`src/hw/rtl/resize_scale_factor_calc_unit_assert.svh`:
```
// Assertion macros used by the resize step calculator RTL.
`ifndef RESIZE_SCALE_FACTOR_CALC_UNIT_ASSERT_SVH
`define RESIZE_SCALE_FACTOR_CALC_UNIT_ASSERT_SVH

// Same-cycle implication, disabled while in reset.
`define RSF_ASSERT_NOW(label, ante, cons) \
  label: assert property (@(posedge clk) disable iff (!rst_n) (ante) |-> (cons)) \
    else $error("rsf assertion failed");

// Next-cycle implication, disabled while in reset.
`define RSF_ASSERT_NEXT(label, ante, cons) \
  label: assert property (@(posedge clk) disable iff (!rst_n) (ante) |=> (cons)) \
    else $error("rsf assertion failed");

`endif

```
`src/hw/rtl/rsf_pkg.sv`:
```
// Shared types and constants of the resize step calculator.
package rsf_pkg;

  localparam int SIZE_IN_W  = 12;
  localparam int SIZE_OUT_W = 16;
  localparam int WORD_W     = 16;
  localparam int FRAC_W     = 12;
  localparam int DIV_W      = 24;

  localparam logic [2:0]        FRAC_LOW_MASK = 3'h7;
  localparam logic [FRAC_W:0]   FRAC_GRAIN    = 13'd8;
  localparam logic [WORD_W-1:0] PASSBAND_BASE = 16'd64;
  localparam logic [WORD_W-1:0] PASSBAND_MAX  = 16'hFFFF;
  localparam logic [11:0]       MANT_LIMIT    = 12'd16;
  // 64 * 4096, the passband numerator for a factor of one
  localparam logic [DIV_W-1:0]  PB_NUM_BASE   = 24'd262144;

  // Factor on the passband numerator, as a left shift
  typedef enum logic [1:0] {
    K_ONE  = 2'd0,
    K_TWO  = 2'd1,
    K_FOUR = 2'd2
  } k_shift_t;

  // Item fields carried alongside the divider stages
  typedef struct packed {
    logic [SIZE_IN_W-1:0]  size_in;
    logic [SIZE_OUT_W-1:0] dst_size;
    logic                  zoom;
    logic                  vertical;
    logic                  force_pb;
    logic [WORD_W-1:0]     scale;
  } side_t;

  typedef struct packed {
    logic              vertical;
    logic [WORD_W-1:0] passband;
    logic [WORD_W-1:0] clip_size;
    logic [WORD_W-1:0] scale_word;
  } out_item_t;

endpackage

```
`src/hw/rtl/rsf_div_pipe.sv`:
```
// Pipelined restoring divider, one quotient bit per stage, with side data.
module rsf_div_pipe (
  input  logic                       clk,
  input  logic                       rst_n,
  input  logic                       en,
  input  logic                       in_valid,
  input  logic [rsf_pkg::DIV_W-1:0]  in_num,
  input  logic [rsf_pkg::DIV_W-1:0]  in_den,
  input  rsf_pkg::side_t             in_side,
  output logic                       out_valid,
  output logic [rsf_pkg::DIV_W-1:0]  out_quo,
  output rsf_pkg::side_t             out_side
);

  localparam int W = rsf_pkg::DIV_W;

  logic         v_r    [W];
  logic [W-1:0] rem_r  [W];
  logic [W-1:0] num_r  [W];
  logic [W-1:0] quo_r  [W];
  logic [W-1:0] den_r  [W];
  rsf_pkg::side_t side_r [W];

  for (genvar s = 0; s < W; s++) begin : g_stage
    logic           v_p;
    logic [W-1:0]   rem_p;
    logic [W-1:0]   num_p;
    logic [W-1:0]   quo_p;
    logic [W-1:0]   den_p;
    rsf_pkg::side_t side_p;
    logic [W:0]     trial;
    logic           ge;
    logic [W-1:0]   rem_nxt;
    logic [W-1:0]   num_nxt;
    logic [W-1:0]   quo_nxt;

    if (s == 0) begin : g_first
      assign v_p    = in_valid;
      assign rem_p  = '0;
      assign num_p  = in_num;
      assign quo_p  = '0;
      assign den_p  = in_den;
      assign side_p = in_side;
    end else begin : g_next
      assign v_p    = v_r[s-1];
      assign rem_p  = rem_r[s-1];
      assign num_p  = num_r[s-1];
      assign quo_p  = quo_r[s-1];
      assign den_p  = den_r[s-1];
      assign side_p = side_r[s-1];
    end

    // shift in the next dividend bit, subtract the divisor when it fits
    assign trial   = {rem_p, num_p[W-1]};
    assign ge      = trial >= {1'b0, den_p};
    assign rem_nxt = ge ? W'(trial - {1'b0, den_p}) : trial[W-1:0];
    assign num_nxt = {num_p[W-2:0], 1'b0};
    assign quo_nxt = {quo_p[W-2:0], ge};

    always_ff @(posedge clk) begin
      if (!rst_n) begin
        v_r[s] <= 1'b0;
      end else if (en) begin
        v_r[s] <= v_p;
      end
    end

    always_ff @(posedge clk) begin
      if (en) begin
        rem_r[s]  <= rem_nxt;
        num_r[s]  <= num_nxt;
        quo_r[s]  <= quo_nxt;
        den_r[s]  <= den_p;
        side_r[s] <= side_p;
      end
    end
  end

  assign out_valid = v_r[W-1];
  assign out_quo   = quo_r[W-1];
  assign out_side  = side_r[W-1];

endmodule

```
`config.mk`:
```
export PLATFORM = sky130hd
export DESIGN_NAME = rsf_div_pipe
export DESIGN_NICKNAME = d
export VERILOG_FILES = /design/src/hw/rtl/resize_scale_factor_calc_unit_assert.svh /design/src/hw/rtl/rsf_pkg.sv /design/src/hw/rtl/rsf_div_pipe.sv
export SDC_FILE = /design/constraint.sdc
export NUM_CORES = 2
export LEC_CHECK = 0
export ABC_CLOCK_PERIOD_IN_PS = 4200
export BUFFER_PORTS_ARGS = -buffer_cell sky130_fd_sc_hd__buf_2
export CORE_UTILIZATION = 60
export CTS_BUF_LIST = sky130_fd_sc_hd__clkbuf_2
export CTS_CLUSTER_DIAMETER = 80
export DETAILED_ROUTE_END_ITERATION = 12
export PLACE_DENSITY = 0.78
export REMOVE_ABC_BUFFERS = 1
export SLEW_MARGIN = 0
export SYNTH_ARGS = -nofsm -noshare
export SYNTH_HDL_FRONTEND = slang
export SYNTH_SLANG_ARGS = --single-unit
export TNS_END_PERCENT = 1
```
`constraint.sdc`:
```
create_clock -name clk -period 4.2 [get_ports clk]
set_input_delay 0.21 -clock clk [delete_from_list [all_inputs] [get_ports clk]]
set_output_delay 0.21 -clock clk [all_outputs]
set_load 0.01 [all_outputs]
```
# ---- Yosys cells after proc, flatten, opt, wreduce, memory -nomap -nowiden
# Memory sizes are Yosys's and may differ from the RTL's.
# Cells that the tools add are included.
dict set report word_totals {
  reg_bits 0
  mem_bits_rw 3432
  inputBits 99
  output_inout_bits 72
  wordCells 131
  mem_count 6
}
dict set report classes {
  add_sub_neg 24
  order_cmp 24
  mux 53
  bitwise 24
}
# memory depth word_bits read_ports rd_clocked_by_memory_dff wr line
set memory_table {}
lappend memory_table {side_r 24 47 24 0 24 rsf_div_pipe.sv:22} ;# rsf_pkg::side_t side_r [W];
lappend memory_table {den_r 24 24 23 0 24 rsf_div_pipe.sv:21} ;# logic [W-1:0] den_r [W];
lappend memory_table {quo_r 24 24 24 0 24 rsf_div_pipe.sv:20} ;# logic [W-1:0] quo_r [W];
lappend memory_table {rem_r 24 24 23 0 24 rsf_div_pipe.sv:18} ;# logic [W-1:0] rem_r [W];
lappend memory_table {num_r 24 23 23 0 24 rsf_div_pipe.sv:19} ;# logic [W-1:0] num_r [W];
lappend memory_table {v_r 24 1 24 0 24 rsf_div_pipe.sv:17} ;# logic v_r [W];
# op n
set op_table {}
lappend op_table {{$mux W24} 24}
lappend op_table {{$ge A25 B24 Y1} 23}
lappend op_table {{$sub A24 B24 Y24} 23}
lappend op_table {{$mux W1} 29}
lappend op_table {{$ge A1 B24 Y1} 1}
lappend op_table {{$or A1 B1 Y1} 24}
lappend op_table {{$sub A1 B24 Y24} 1}

# ---- Depth between registers and ports, before layout
dict set report depth {
  word_depth 4
  ltp_mapped 14
  mapped_depth_nobuf 12
}

# ---- Worst setup path before layout
# OpenSTA, ideal clock, no wires.
dict set report synth_timing {
  path_type {flip-flop to flip-flop}
  startpoint {mem den_r[2][25] in the netlist's numbering}
  endpoint {mem rem_r[1][66] in the netlist's numbering, data pin}
  setup_ps 260
  t_arrival_ps 2905
  t_required_ps 3940
  slack_ps 1035
  stages_incl_launch_ff 13
  path_buffers 1
  synth_period_minus_slack_ps 3165
  path_cell_list {edfxtp_1 -> inv_1 -> ha_1 -> nor2b_1 -> o31ai_2 -> a21oi_1 -> o41ai_2 -> o21ai_1 -> a21oi_2 -> nand2b_1 -> a211oi_4 -> buf_4 -> mux2_2}
}
# item line
set synth_lines {}
lappend synth_lines {{from (decl)} rsf_div_pipe.sv:21}
lappend synth_lines {{to (decl)} rsf_div_pipe.sv:18}

==> run metrics <==
status=finished, final reports clean; total power draw=between 80 and 90 mW; Synth area leaders=edfxtp_1 (71%), ha_1 (5.8%), inv_1 (2.2%); leakage=53.33 nW; row count=163; placeable core area=0.1978 mm^2; global-route wire length before repair=roughly 370000 um; synth cell count leaders=edfxtp_1 (2831), inv_1 (693), ha_1 (554), a21oi_1 (507), nor2_1 (379); Slew HR=20.90%; vias in the first global route=70120; total number of vias=68570; dpl hpwl=about 150000 um; clk buf depth=4; crit path max fanout=24; WS Path Type=reg2reg; CTS Buf Count=696; synth unique cells=~100; drt first-iter violations=5453; RR Startpoint=rem_r[1][127]; register bit total from synthesis=2832; post-cts sizing count=0; First-pass DRT Iterations=6; DIE AREA=0.2015 mm^2; Post-DRT Antenna Nets=0; Setup crit end=rem_r[1][167]; Fin. Hold Viols=0; RSZ-0062 raised after global routing=no; port bufs=170; synthesized area=0.1198 mm^2; wirelength, routed=233300 um; area share of the largest cell type after synthesis=70.94%; Critical Path End Type=register; wire per inst=about 19 um; hold slack final=311.0 ps; post-synth top area cell=edfxtp_1; GP Congestion=0.9458; Power per Cell Area=652.9 mW/mm^2; clk_skew=214.8 ps; Final Max Tran Viols=0; final net count=9898; Synth Instances=roughly 8000; mean number of vias per cell=5.543; slack of the critical path=208.0 ps; Final Critical Period=3992 ps; Filler cells=13660; # IOs=171; CTS tree=yes; endpoints failing setup=0; Die H=around 450 um; initial antenna violation count=5; Post-synth ARST share=0%; fin crit share=95.05%; GRT Resource Usage Total=a little under a quarter; Die X=448.9 um; worst path required time=5690 ps; clk_lat worst skew=1910 ps; number of synthesized flops with an enable pin=2831; yosys warns=0; Clock Sinks=around 2800; gr ovfl total=0; Worst R2R Path Depth=10; Synth Flop Type=edfxtp_1; root buffer cell=clkbuf_2; most frequent cell after synthesis=edfxtp_1; setup bufs post-CTS=0; H-tree Lvls=6; max_cap viols=0; Initial Utilization=60.57%; area of the multi-input gates=roughly 0.032 mm^2; largest net degree at the start of global routing=145; reg2reg end=rem_r[1][167]; Critical path origin=rem_r[1][127]; peak supply drop=approximately 0.35 mV; flop2flop setup slack=210 ps; layout cells sized above 1=17.09%; Area Growth Syn to Fin=12.71%; Placement Setup Slack=406.3 ps; Hold Crit Class=in2reg; residual DRC count=0; CTS clk-pin slew, worst paths=110 ps; Peak Freq=250.5 MHz; Worst Path Arrival=between 5000 and 6000 ps; Synth Area per Inst=15.01 um^2; sequential-to-total area share from yosys stat=about 71%; Reg area=0.08503 mm^2; crit start category=register; Slew @ Worst Pin=1181 ps
## sequential cells by signal, indices dropped and copies added (netlist names)
signal,count
side_r,1128
den_r,552
rem_r,552
quo_r,300
num_r,276
v_r,24
## logic make-up (layout without fill, tap and decap cells)
family                     Yosys count  after routing  synth area share, %
adders and majority gates          576            576                6.152
muxes                              274            274                2.599
other                                0             15                    0
AOI/OAI and AO/OA                 1697           1697                9.203
DFF                               2832           2832                70.96
xor gates and xnor gates           396            396                2.894
buffers and inverters              842           2576                2.725
and+or+nand+nor                   1365           1365                5.469
## per-layer routing
metal / routed length (um) / GRT usage [%] / up-vias
met2: 112700 / 37.93 / 2186
met3: 12690 / 4.362 / 510
li1: - / - / 33010
met4: 7032 / 9.263 / 0
met1: 100800 / 30.76 / 32860
met5: 0 / 0 / -
## cell usage in the layout (no fill, tap or decap), types with 42 or more instances in the layout
cell type      count
xor2_1           143
o31ai_1           45
mux2_2           228
inv_1            693
nor2_1           379
nand3_1           85
nand4_1           72
a21o_1           243
o21a_1            97
and3_1            75
ha_1             554
xnor2_1          253
clkinv_1         148
o21ai_0          360
nor3_1            80
a31oi_1           57
clkbuf_2         982
nand2b_1          72
edfxtp_1        2831
a211oi_1          42
buf_4             97
nand2_1          375
nor2b_1           84
buf_2            169
a21oi_1          506
dlygate4sd3_1    392
## layout make-up
class                           instances  share of cell area (%)
Multi-Input combinational cell       4308                   23.41
Clock inverter                        209                   1.027
Sequential cell                      2832                   62.96
Tap cell                             2640                   2.446
Clock buffer                          982                   3.639
Timing Repair Buffer                  691                   4.565
Antenna cell                           15                 0.02779
Inverter                              694                   1.929
## worst min-delay path by stage
stage,from,end,slack [ps],cells past startpoint
2_1_floorplan,in_den[0],den_r[0][0],310,0
3_3_place_gp,in_side[40],side_r[0][40],390,1
3_5_place_dp,in_side[6],side_r[0][6],390,1
4_1_cts,rst_n,v_r[0][4],10,4
5_1_grt,in_side[33],side_r[0][33],80,4
6_report,rst_n,v_r[1][7],310,4
## timing repair
item,4_1_cts,5_1_grt
hold buffers,394,0
endpoints found under the setup margin,0,16
endpoints found under the hold margin,2974,0
## where the power goes
group          total [mW]  internal (mW)  switching [mW]  leakage (nW)
Sequential           39.7           37.2            2.45          27.7
Clock                18.1           7.45            10.6          4.73
Combinational        30.5           13.5            16.9          20.9
Total                88.2           58.2            30.0          53.3
## worst max-delay path, stage by stage, from the launching register on
cell      delay (ps)
edfxtp_1         420
ha_1             360
and4_1           270
o21a_1           140
o31a_1           240
o21ai_1          160
o21ai_1          300
o31a_1           260
o41ai_4          120
o211ai_4         930
mux2_2           420
## through the flow
stage               std cells  instance area, um^2  setup TNS, ps  util (%)
global route            12370               135100              0     68.27
CTS                     12360               135000              0     68.26
global placement        10770               124800              0     63.07
finish                  12370               135100              0     68.27
detailed placement      10770               124800              0     63.07
floorplan                7834               119200         -97.80         -
(Power assumes the default switching activity.)
